<file path="src/rtl/brf_pkg.sv">
// brf_pkg: shared constants, codes and controller/datapath interface types
// for the bisection root finder. No dependencies.
`timescale 1ns / 1ps

package brf_pkg;

  // fixed field widths
  localparam int XW         = 24;   // Q7.16 point width
  localparam int MW         = 47;   // polynomial magnitude width (saturation bound)
  localparam int SPLIT      = 24;   // magnitude split point for the partial products
  localparam int ROOT_SLOTS = 8;    // roots held in the packed register
  localparam int RIW        = 3;    // root slot index width
  localparam int MAX_ROOTS  = 8;    // root count clamp

  // parameter defaults
  localparam int MAX_ITER_DEF  = 32;
  localparam int FRAC_BITS_DEF = 16;

  // configuration register indexes
  localparam logic [1:0] CFG_ROOTS = 2'd0;
  localparam logic [1:0] CFG_COUNT = 2'd1;
  localparam logic [1:0] CFG_SCALE = 2'd2;
  localparam logic [1:0] CFG_TOL   = 2'd3;

  // reset values of the configuration registers
  localparam logic [31:0] ROOTS_RST = 32'd0;
  localparam logic [3:0]  COUNT_RST = 4'd1;
  localparam logic [3:0]  SCALE_RST = 4'd1;
  localparam logic [15:0] TOL_RST   = 16'd66;

  // result status codes
  localparam logic [1:0] ST_CONV   = 2'd0;
  localparam logic [1:0] ST_NOSIGN = 2'd1;
  localparam logic [1:0] ST_LIMIT  = 2'd2;

  typedef struct packed {
    logic       load;      // take a new interval
    logic       mid;       // p = floor((a+b)/2), x = p
    logic       ev_start;  // start polynomial evaluation at x
    logic       mul_lo;    // low partial product
    logic       mul_hi;    // high partial product
    logic       acc;       // fold product into magnitude, next root
    logic       scale;     // apply leading multiplier
    logic       save_fp;
    logic       save_fa;
    logic       save_fb;
    logic       x_a;
    logic       x_b;
    logic       inc_n;
    logic       take_a;    // a = p
    logic       take_b;    // b = p
    logic       set_stat;
    logic [1:0] stat;
    logic       out_load;
  } dp_cmd_t;

  typedef struct packed {
    logic cur_small;
    logic fp_pos;
    logic fp_neg;
    logic fa_pos;
    logic fa_neg;
    logic fb_pos;
    logic fb_neg;
    logic ends_ok;   // f(a), f(b) signs are known for this item
    logic last_root;
    logic no_roots;
    logic at_limit;
  } dp_stat_t;

endpackage

</file>
<file path="src/rtl/brf_dpath.sv">
// brf_dpath: interval registers, polynomial evaluator whose partial products
// share one multiplier, sign cache and result register. Depends on brf_pkg.
`timescale 1ns / 1ps

module brf_dpath #(
  parameter int FRAC_BITS = brf_pkg::FRAC_BITS_DEF,
  parameter int MAX_ITER  = brf_pkg::MAX_ITER_DEF
) (
  input  logic                          clk,
  input  brf_pkg::dp_cmd_t              cmd,
  output brf_pkg::dp_stat_t             st,
  input  logic [31:0]                   roots_packed,
  input  logic [3:0]                    root_count,
  input  logic signed [3:0]             scale_factor,
  input  logic [15:0]                   tolerance,
  input  logic signed [brf_pkg::XW-1:0] interval_start,
  input  logic signed [brf_pkg::XW-1:0] interval_end,
  output logic signed [brf_pkg::XW-1:0] root_estimate,
  output logic [5:0]                    iterations,
  output logic [1:0]                    status
);
  import brf_pkg::*;

  localparam int DW  = ((FRAC_BITS + 4 > XW) ? FRAC_BITS + 4 : XW) + 1;
  localparam int DMW = DW - 1;
  localparam int PW  = SPLIT + DMW;
  localparam int RW  = PW + 1;
  localparam int SW  = MW + 4;
  localparam int NW  = $clog2(MAX_ITER + 1);
  localparam int SH  = SPLIT - FRAC_BITS;
  localparam logic [MW-1:0] SAT    = {MW{1'b1}};
  localparam logic [PW-1:0] AH_LIM = PW'(SAT >> SH);
  localparam logic [MW-1:0] ONE    = MW'(1) << FRAC_BITS;

  logic signed [XW-1:0] a_r, b_r, p_r, x_r;
  logic [MW-1:0]        mag_r;
  logic                 neg_r;
  logic [DMW-1:0]       dm_r;
  logic                 dneg_r;
  logic [RIW-1:0]       idx_r;
  logic [PW-1:0]        bl_r, ah_r;
  logic [NW-1:0]        n_r;
  logic                 fp_pos_r, fp_neg_r, fa_pos_r, fa_neg_r, fb_pos_r, fb_neg_r;
  logic                 ends_ok_r;
  logic [1:0]           stat_r;
  logic signed [XW-1:0] est_r;
  logic [5:0]           iter_r;
  logic [1:0]           status_r;

  logic [RIW-1:0]       ridx;
  logic signed [3:0]    root_v;
  logic signed [DW-1:0] d;
  logic [DMW-1:0]       d_mag;
  logic [SPLIT-1:0]     mul_a;
  logic [PW-1:0]        prod;
  logic [RW-1:0]        rsum;
  logic [MW-1:0]        mul_mag;
  logic [3:0]           sm;
  logic [SW-1:0]        scaled;
  logic [MW-1:0]        scaled_sat;
  logic [3:0]           cnt;
  logic signed [XW:0]   s;
  logic signed [XW-1:0] mid;
  logic [NW+5:0]        n_ext;

  // distance from x to the selected root, as magnitude and sign
  assign ridx   = cmd.ev_start ? '0 : idx_r + 1'b1;
  assign root_v = roots_packed[{ridx, 2'b00} +: 4];
  assign d      = DW'(x_r) - (DW'(root_v) <<< FRAC_BITS);
  assign d_mag  = d[DW-1] ? DMW'(-d) : DMW'(d);

  // shared multiplier: low or high slice of the magnitude times distance
  assign mul_a = cmd.mul_hi ? SPLIT'(mag_r[MW-1:SPLIT]) : mag_r[SPLIT-1:0];
  assign prod  = PW'(mul_a) * PW'(dm_r);

  // (mag * d) >> FRAC_BITS, saturated
  assign rsum    = (RW'(ah_r) << SH) + RW'(bl_r >> FRAC_BITS);
  assign mul_mag = (ah_r > AH_LIM || rsum > RW'(SAT)) ? SAT : rsum[MW-1:0];

  assign sm         = scale_factor[3] ? 4'(-scale_factor) : 4'(scale_factor);
  assign scaled     = SW'(mag_r) * SW'(sm);
  assign scaled_sat = (scaled > SW'(SAT)) ? SAT : scaled[MW-1:0];

  assign cnt = (root_count > 4'(MAX_ROOTS)) ? 4'(MAX_ROOTS) : root_count;

  assign s   = {a_r[XW-1], a_r} + {b_r[XW-1], b_r};
  assign mid = s[XW:1];

  assign n_ext = {6'd0, n_r};

  always_ff @(posedge clk) begin
    if (cmd.load) begin
      a_r       <= interval_start;
      b_r       <= interval_end;
      n_r       <= '0;
      ends_ok_r <= 1'b0;
    end
    if (cmd.mid) begin
      p_r <= mid;
      x_r <= mid;
    end
    if (cmd.x_a) x_r <= a_r;
    if (cmd.x_b) x_r <= b_r;
    if (cmd.ev_start) begin
      mag_r  <= ONE;
      neg_r  <= 1'b0;
      idx_r  <= '0;
      dm_r   <= d_mag;
      dneg_r <= d[DW-1];
    end
    if (cmd.mul_lo) bl_r <= prod;
    if (cmd.mul_hi) ah_r <= prod;
    if (cmd.acc) begin
      mag_r  <= mul_mag;
      neg_r  <= neg_r ^ dneg_r;
      idx_r  <= idx_r + 1'b1;
      dm_r   <= d_mag;
      dneg_r <= d[DW-1];
    end
    if (cmd.scale) begin
      mag_r <= scaled_sat;
      neg_r <= neg_r ^ scale_factor[3];
    end
    if (cmd.save_fp) begin
      fp_pos_r <= (mag_r != '0) && !neg_r;
      fp_neg_r <= (mag_r != '0) && neg_r;
    end
    if (cmd.save_fa) begin
      fa_pos_r <= (mag_r != '0) && !neg_r;
      fa_neg_r <= (mag_r != '0) && neg_r;
    end
    if (cmd.save_fb) begin
      fb_pos_r  <= (mag_r != '0) && !neg_r;
      fb_neg_r  <= (mag_r != '0) && neg_r;
      ends_ok_r <= 1'b1;
    end
    if (cmd.inc_n) n_r <= n_r + 1'b1;
    // the moved end takes f(p), so its sign needs no new evaluation
    if (cmd.take_a) begin
      a_r      <= p_r;
      fa_pos_r <= fp_pos_r;
      fa_neg_r <= fp_neg_r;
    end
    if (cmd.take_b) begin
      b_r      <= p_r;
      fb_pos_r <= fp_pos_r;
      fb_neg_r <= fp_neg_r;
    end
    if (cmd.set_stat) stat_r <= cmd.stat;
    if (cmd.out_load) begin
      est_r    <= p_r;
      iter_r   <= n_ext[5:0];
      status_r <= stat_r;
    end
  end

  always_comb begin
    st.cur_small = (mag_r <= MW'(tolerance));
    st.fp_pos    = fp_pos_r;
    st.fp_neg    = fp_neg_r;
    st.fa_pos    = fa_pos_r;
    st.fa_neg    = fa_neg_r;
    st.fb_pos    = fb_pos_r;
    st.fb_neg    = fb_neg_r;
    st.ends_ok   = ends_ok_r;
    st.last_root = ((4'(idx_r) + 4'd1) == cnt);
    st.no_roots  = (cnt == 4'd0);
    st.at_limit  = (n_r == NW'(MAX_ITER));
  end

  assign root_estimate = est_r;
  assign iterations    = iter_r;
  assign status        = status_r;

endmodule

</file>
<file path="src/rtl/brf_ctrl.sv">
// brf_ctrl: sequencer for the bisection rounds and the polynomial steps,
// plus input/output handshake. Depends on brf_pkg.
`timescale 1ns / 1ps

module brf_ctrl (
  input  logic              clk,
  input  logic              rst_n,
  input  logic              in_valid,
  output logic              in_stall,
  output logic              out_valid,
  input  logic              out_stall,
  output brf_pkg::dp_cmd_t  cmd,
  input  brf_pkg::dp_stat_t st
);
  import brf_pkg::*;

  typedef enum logic [9:0] {
    S_IDLE   = 10'b0000000001,
    S_MID    = 10'b0000000010,
    S_EVST   = 10'b0000000100,
    S_MLO    = 10'b0000001000,
    S_MHI    = 10'b0000010000,
    S_ACC    = 10'b0000100000,
    S_SCALE  = 10'b0001000000,
    S_POST   = 10'b0010000000,
    S_DECIDE = 10'b0100000000,
    S_DONE   = 10'b1000000000
  } state_t;

  // which value the running evaluation belongs to
  typedef enum logic [1:0] {
    TGT_P = 2'd0,
    TGT_A = 2'd1,
    TGT_B = 2'd2
  } tgt_t;

  state_t state_r, state_nxt;
  tgt_t   tgt_r, tgt_nxt;
  logic   out_valid_r, out_valid_nxt;

  assign in_stall  = (state_r != S_IDLE);
  assign out_valid = out_valid_r;

  always_comb begin
    state_nxt     = state_r;
    tgt_nxt       = tgt_r;
    out_valid_nxt = out_valid_r && out_stall;
    cmd           = '0;
    case (state_r)
      S_IDLE: begin
        if (in_valid) begin
          cmd.load  = 1'b1;
          state_nxt = S_MID;
        end
      end
      S_MID: begin
        cmd.mid   = 1'b1;
        tgt_nxt   = TGT_P;
        state_nxt = S_EVST;
      end
      S_EVST: begin
        cmd.ev_start = 1'b1;
        state_nxt    = st.no_roots ? S_SCALE : S_MLO;
      end
      S_MLO: begin
        cmd.mul_lo = 1'b1;
        state_nxt  = S_MHI;
      end
      S_MHI: begin
        cmd.mul_hi = 1'b1;
        state_nxt  = S_ACC;
      end
      S_ACC: begin
        cmd.acc   = 1'b1;
        state_nxt = st.last_root ? S_SCALE : S_MLO;
      end
      S_SCALE: begin
        cmd.scale = 1'b1;
        state_nxt = S_POST;
      end
      S_POST: begin
        case (tgt_r)
          TGT_P: begin
            cmd.save_fp = 1'b1;
            if (st.cur_small) begin
              cmd.set_stat = 1'b1;
              cmd.stat     = ST_CONV;
              state_nxt    = S_DONE;
            end else if (st.at_limit) begin
              cmd.set_stat = 1'b1;
              cmd.stat     = ST_LIMIT;
              state_nxt    = S_DONE;
            end else begin
              cmd.inc_n = 1'b1;
              if (st.ends_ok) begin
                state_nxt = S_DECIDE;
              end else begin
                cmd.x_a   = 1'b1;
                tgt_nxt   = TGT_A;
                state_nxt = S_EVST;
              end
            end
          end
          TGT_A: begin
            cmd.save_fa = 1'b1;
            cmd.x_b     = 1'b1;
            tgt_nxt     = TGT_B;
            state_nxt   = S_EVST;
          end
          TGT_B: begin
            cmd.save_fb = 1'b1;
            state_nxt   = S_DECIDE;
          end
          default: begin
            state_nxt = S_IDLE;
          end
        endcase
      end
      S_DECIDE: begin
        state_nxt = S_MID;
        if (st.fp_pos && st.fa_neg) begin
          cmd.take_b = 1'b1;
        end else if (st.fp_pos && st.fb_neg) begin
          cmd.take_a = 1'b1;
        end else if (st.fp_neg && st.fa_pos) begin
          cmd.take_b = 1'b1;
        end else if (st.fp_neg && st.fb_pos) begin
          cmd.take_a = 1'b1;
        end else begin
          cmd.set_stat = 1'b1;
          cmd.stat     = ST_NOSIGN;
          state_nxt    = S_DONE;
        end
      end
      S_DONE: begin
        if (!out_valid_r || !out_stall) begin
          cmd.out_load  = 1'b1;
          out_valid_nxt = 1'b1;
          state_nxt     = S_IDLE;
        end
      end
      default: begin
        state_nxt = S_IDLE;
      end
    endcase
  end

  always_ff @(posedge clk) begin
    if (!rst_n) begin
      state_r     <= S_IDLE;
      tgt_r       <= TGT_P;
      out_valid_r <= 1'b0;
    end else begin
      state_r     <= state_nxt;
      tgt_r       <= tgt_nxt;
      out_valid_r <= out_valid_nxt;
    end
  end

endmodule

</file>
<file path="src/rtl/bisection_root_finder.sv">
// bisection_root_finder: top level with configuration registers, controller
// and datapath. Depends on brf_pkg, brf_ctrl, brf_dpath.
//
//   channel | direction | handshake          | payload
//   in_     | input     | in_valid/in_stall  | interval_start, interval_end
//   out_    | output    | out_valid/out_stall| root_estimate, iterations, status
//   cfg_    | input     | cfg_valid/cfg_ready| cfg_index, cfg_data
//
// One item at a time. With k = min(root_count, 8), one polynomial evaluation
// is a start step, two partial products on the shared multiplier and a fold
// per root, then the scale step. Each round computes the midpoint, evaluates
// f(p) and decides which end moves; f(a) and f(b) are evaluated at most once
// per item and then tracked. A finished beat waits in the output register
// while the next item is taken. Synchronous active-low reset; cfg_ready is
// always high.
`timescale 1ns / 1ps

module bisection_root_finder #(
  parameter int FRAC_BITS = brf_pkg::FRAC_BITS_DEF,
  parameter int MAX_ITER  = brf_pkg::MAX_ITER_DEF
) (
  input  logic                          clk,
  input  logic                          rst_n,
  input  logic                          in_valid,
  output logic                          in_stall,
  input  logic signed [brf_pkg::XW-1:0] in_interval_start,
  input  logic signed [brf_pkg::XW-1:0] in_interval_end,
  output logic                          out_valid,
  input  logic                          out_stall,
  output logic signed [brf_pkg::XW-1:0] out_root_estimate,
  output logic [5:0]                    out_iterations,
  output logic [1:0]                    out_status,
  input  logic                          cfg_valid,
  output logic                          cfg_ready,
  input  logic [1:0]                    cfg_index,
  input  logic [31:0]                   cfg_data
);
  import brf_pkg::*;

  logic [31:0]       roots_r;
  logic [3:0]        count_r;
  logic signed [3:0] scale_r;
  logic [15:0]       tol_r;
  dp_cmd_t           cmd;
  dp_stat_t          st;

  assign cfg_ready = 1'b1;

  always_ff @(posedge clk) begin
    if (!rst_n) begin
      roots_r <= ROOTS_RST;
      count_r <= COUNT_RST;
      scale_r <= SCALE_RST;
      tol_r   <= TOL_RST;
    end else if (cfg_valid && cfg_ready) begin
      case (cfg_index)
        CFG_ROOTS: roots_r <= cfg_data;
        CFG_COUNT: count_r <= cfg_data[3:0];
        CFG_SCALE: scale_r <= cfg_data[3:0];
        CFG_TOL:   tol_r   <= cfg_data[15:0];
        default: begin
        end
      endcase
    end
  end

  brf_ctrl u_ctrl (
    .clk       (clk),
    .rst_n     (rst_n),
    .in_valid  (in_valid),
    .in_stall  (in_stall),
    .out_valid (out_valid),
    .out_stall (out_stall),
    .cmd       (cmd),
    .st        (st)
  );

  brf_dpath #(
    .FRAC_BITS (FRAC_BITS),
    .MAX_ITER  (MAX_ITER)
  ) u_dpath (
    .clk            (clk),
    .cmd            (cmd),
    .st             (st),
    .roots_packed   (roots_r),
    .root_count     (count_r),
    .scale_factor   (scale_r),
    .tolerance      (tol_r),
    .interval_start (in_interval_start),
    .interval_end   (in_interval_end),
    .root_estimate  (out_root_estimate),
    .iterations     (out_iterations),
    .status         (out_status)
  );

endmodule
</file>
<file path="config.mk">
export PLATFORM = sky130hd
export DESIGN_NAME = bisection_root_finder
export DESIGN_NICKNAME = d
export VERILOG_FILES = /design/src/rtl/brf_pkg.sv /design/src/rtl/brf_dpath.sv /design/src/rtl/brf_ctrl.sv /design/src/rtl/bisection_root_finder.sv
export SDC_FILE = /design/constraint.sdc
export NUM_CORES = 2
export LEC_CHECK = 0
export BUFFER_PORTS_ARGS = -buffer_cell sky130_fd_sc_hd__buf_2
export CAP_MARGIN = 20
export CELL_PAD_IN_SITES_DETAIL_PLACEMENT = 1
export CELL_PAD_IN_SITES_GLOBAL_PLACEMENT = 2
export CORE_MARGIN = 2
export CORE_UTILIZATION = 45
export DETAILED_ROUTE_END_ITERATION = 16
export GPL_TIMING_DRIVEN = 0
export PLACE_DENSITY_LB_ADDON = 0.1
export SYNTH_ARGS = -nofsm -noshare
export SYNTH_HDL_FRONTEND = slang
export SYNTH_SLANG_ARGS = --single-unit
export TNS_END_PERCENT = 10
</file>
<file path="constraint.sdc">
create_clock -name clk -period 24.9 [get_ports clk]
set_input_delay 1.245 -clock clk [delete_from_list [all_inputs] [get_ports clk]]
set_output_delay 1.245 -clock clk [all_outputs]
set_load 0.03 [all_outputs]
</file>
==> reports/summary.txt <==
CP Launch Type = flip-flop
Resize count post-CTS = 0
maximum number of pins on one net before global-route repair = 43
number of slew-limit violations in the final report = 0
setup total negative slack = 0 ns
DRC violations left = 0
total cell area at the placement stage = 0.0459 sq mm
number of enable flip-flop cells after synthesis = 298
Max-cap violations = 0
Hold Crit Class = reg -> reg
first-pass GRT wire length = 223 mm
endpoint arrival time on the critical path = 11.77 ns
worst skew pair latency = 0.58 ns
top fanout value on the critical path = 42
maximum resistive drop on vdd = 68.5 uV
largest delay contributor family on the critical path = adder cells
H-tree depth reported by CTS = 2
average wire length per cell after detail routing = 23.8 um
worst reg-to-reg path cell count = 34
starting density of the core = 45.2%
average via count per standard cell = 5.55
number of hold buffers added after cts = 0
source of the worst register-to-register timing path = u_ctrl.state_r[2]$_SDFFE_PN0P_
top flip-flop cell by instance count after synthesis = edfxtp_1
number of setup violations in the final report = 0
worst slew pin tran = 1.13 ns
Num CTS Buffers = 43
Post-Layout Inst Area = 0.0474 sq mm
final clock skew = 0.0239 ns
die width = 315 um
RSZ-0062 raised after global routing = false
Clock Tree Root = clkbuf_16
clock-pin slew on the worst setup and hold paths = 0.06 ns
most frequent cell on the critical path = fa_1
critical path type = reg -> reg
total wire length = 147 mm
via total after detailed routing = 34.3k
core footprint = 0.0963 sq mm
global placer's final weighted congestion = 0.920
post-CTS setup buffer count = 0
power density over the cells = 38.4 mW/mm^2
status = complete, no violations
most common cell after layout, fill and taps aside = nand2_1
Post-Synthesis Net Count = 5650
termination of the worst setup path = u_dpath.bl_r[45]$_DFFE_PP_
element type at the critical path end = flip-flop
path length in cells of the critical path = 34
number of placement rows = 114
cell taking the most area after synthesis = fa_1
I/O Buffers = 119
number of nets with antenna violations after routing = 0
Final period util = 46.1%
Final Util = 49.2%
upper clock frequency limit = 87.2 MHz
total number of nets in the final design = 5826
number of primary I/O pins = 122
biggest area contributors in the synthesized netlist = fa_1 (26%), edfxtp_1 (21%), ha_1 (8.8%)
GRT overflow = 0
Sink Count = 368
total global routing track utilization = 29.8%
post-synthesis instance total = 4683
Post-DP HPWL = 122 mm
Max Buffers Root-to-Sink = 3
final hold viol count = 0
Min Clock Period, post-route = 11.47 ns
synthesized area per cell = 9.29 sq um
most frequent cells in the layout = nand2_1 (837), inv_1 (717), fa_1 (575)
worst flop-to-flop path endpoint = u_dpath.bl_r[45]$_DFFE_PP_
vias in the first global route = 36.4k
number of optimization iterations in the first detailed-route pass = 8
Unique masters post-synth = 92
Netlist Area Pre-Place = 0.0435 sq mm
data required time of the worst path = 25.20 ns
buffering stage count on the worst path with inverters included = 10
filler cell count in the final layout = 11.2k
worst slew margin relative to its limit = 24.8%
area delta synth->final = 9.02%
Hold Path Cell Cnt = 0
post-synth top area share = 26.5%
fraction of layout instances using a drive strength above 1 = 5.76%
proportion of register bits with asynchronous set or reset after synthesis = 0%
1st-iter DRT viols = 2075
critical path startpoint = u_ctrl.state_r[2]$_SDFFE_PN0P_
total placed cells including tap cells = 6087
Finished Layout Cells = 6178
reg2reg setup slack = 13.43 ns
antenna violations before repair = 7
leakage component of the power = 22.1 nW
CTS tree = done
total of flip-flops plus latches after synthesis = 368
cell type of the slowest stage on the worst timing path = clkbuf_1
peak per-stage delay on the critical path = 0.69 ns
sequential area share after synthesis = 23.8%
vertical extent of the die = 315 um
yosys warns = 0
Die ar. = 0.0991 sq mm
## layout make-up
type	instances	area [sq um]	area share (%)
Clock inverter	26	305	0.644
Antenna cell	9	22.5	0.0475
Clock buffer	53	1160	2.46
Inverter	717	2690	5.68
Multi-Input combinational cell	3384	29600	62.4
Timing Repair Buffer	131	812	1.71
Sequential cell	368	10300	21.8
Tap cell	1276	1600	3.37
Buffer	214	861	1.82
## routing by layer
metal	GRT usage (%)	up-vias	share of wire (%)
li1	-	15500	-
met3	2.68	168	4.8
met5	0	-	0
met4	8.07	0	2.9
met2	49.6	873	47
met1	41.7	17700	45
## how the worst min path moves through the flow
stage                                      startpoint                     endpoint  slack [ns]
after floorplan           u_dpath.stat_r[0]$_DFFE_PP_  u_dpath.status[0]$_DFFE_PP_        0.40
after CTS                 u_dpath.stat_r[1]$_DFFE_PP_  u_dpath.status[1]$_DFFE_PP_        0.42
after detailed placement  u_dpath.stat_r[1]$_DFFE_PP_  u_dpath.status[1]$_DFFE_PP_        0.41
after global routing      u_dpath.stat_r[1]$_DFFE_PP_  u_dpath.status[1]$_DFFE_PP_        0.43
final                     u_dpath.stat_r[1]$_DFFE_PP_  u_dpath.status[1]$_DFFE_PP_        0.42
after global placement    u_dpath.stat_r[1]$_DFFE_PP_  u_dpath.status[1]$_DFFE_PP_        0.40
## sequential cells by signal (all words and copies together), names as in the netlist, 32 cells and up
name and cells:
u_dpath.ah_r 48, u_dpath.mag_r 47, roots_r 32, u_dpath.bl_r 32
## kinds of logic after synthesis
group,share of synthesized area (%)
adder cells (fa/ha/maj),35.2
other,0.00862
XOR/XNOR,3.42
multiplexers,1.71
AND/OR/NAND/NOR,17.4
AO/OA/AOI/OAI,10.2
buffers and inverters,8.17
flip-flops,23.8
## stage by stage
stage | setup WS [ns] | hold slack, ns | power (mW)
final | 13.43 | 0.420 | 1.82
after global routing | 12.84 | 0.426 | 1.89
after global placement | 11.93 | 0.404 | 1.14
after detailed placement | 13.58 | 0.407 | 1.15
after CTS | 13.54 | 0.422 | 1.82
after floorplan | 15.09 | 0.400 | 1.02
## synthesized netlist by cell type (7+ instances only)
library cell,count
a211oi_1,21
o21a_1,27
xor2_1,56
and2_1,340
a21o_1,65
a31oi_1,21
dfxtp_1,70
a21boi_0,57
ha_1,305
o21ai_1,26
nand4_1,20
nand2b_1,19
o21ai_0,160
or3_1,12
a21oi_1,153
edfxtp_1,298
nand2_1,837
nor4_1,30
o41ai_1,30
and3_1,41
nor2b_1,30
o211ai_1,9
nor3b_1,10
a211o_1,7
fa_1,575
inv_1,717
nor3_1,26
o31ai_1,14
nand3b_1,7
mux2i_1,35
clkbuf_1,195
xnor2_1,114
o21bai_1,16
buf_2,10
nand3_1,47
mux2_2,29
nor2_1,126
## power breakdown
group | internal (mW) | switching (mW)
combinational | 0.144 | 0.240
sequential | 0.738 | 0.0330
clock | 0.397 | 0.267
## worst register-to-register path: cells and delay by family (launching register included)
| kind | cells | cell delay, ns |
|---|---|---|
| xor gates and xnor gates | 1 | 0.17 |
| and+or+nand+nor | 6 | 1.69 |
| adders and majority gates | 8 | 3.96 |
| AOI/OAI and AO/OA | 9 | 2.74 |
| buffers and inverters | 10 | 2.30 |
| DFF | 1 | 0.36 |
No activity file was read; power rests on OpenSTA's default activity.
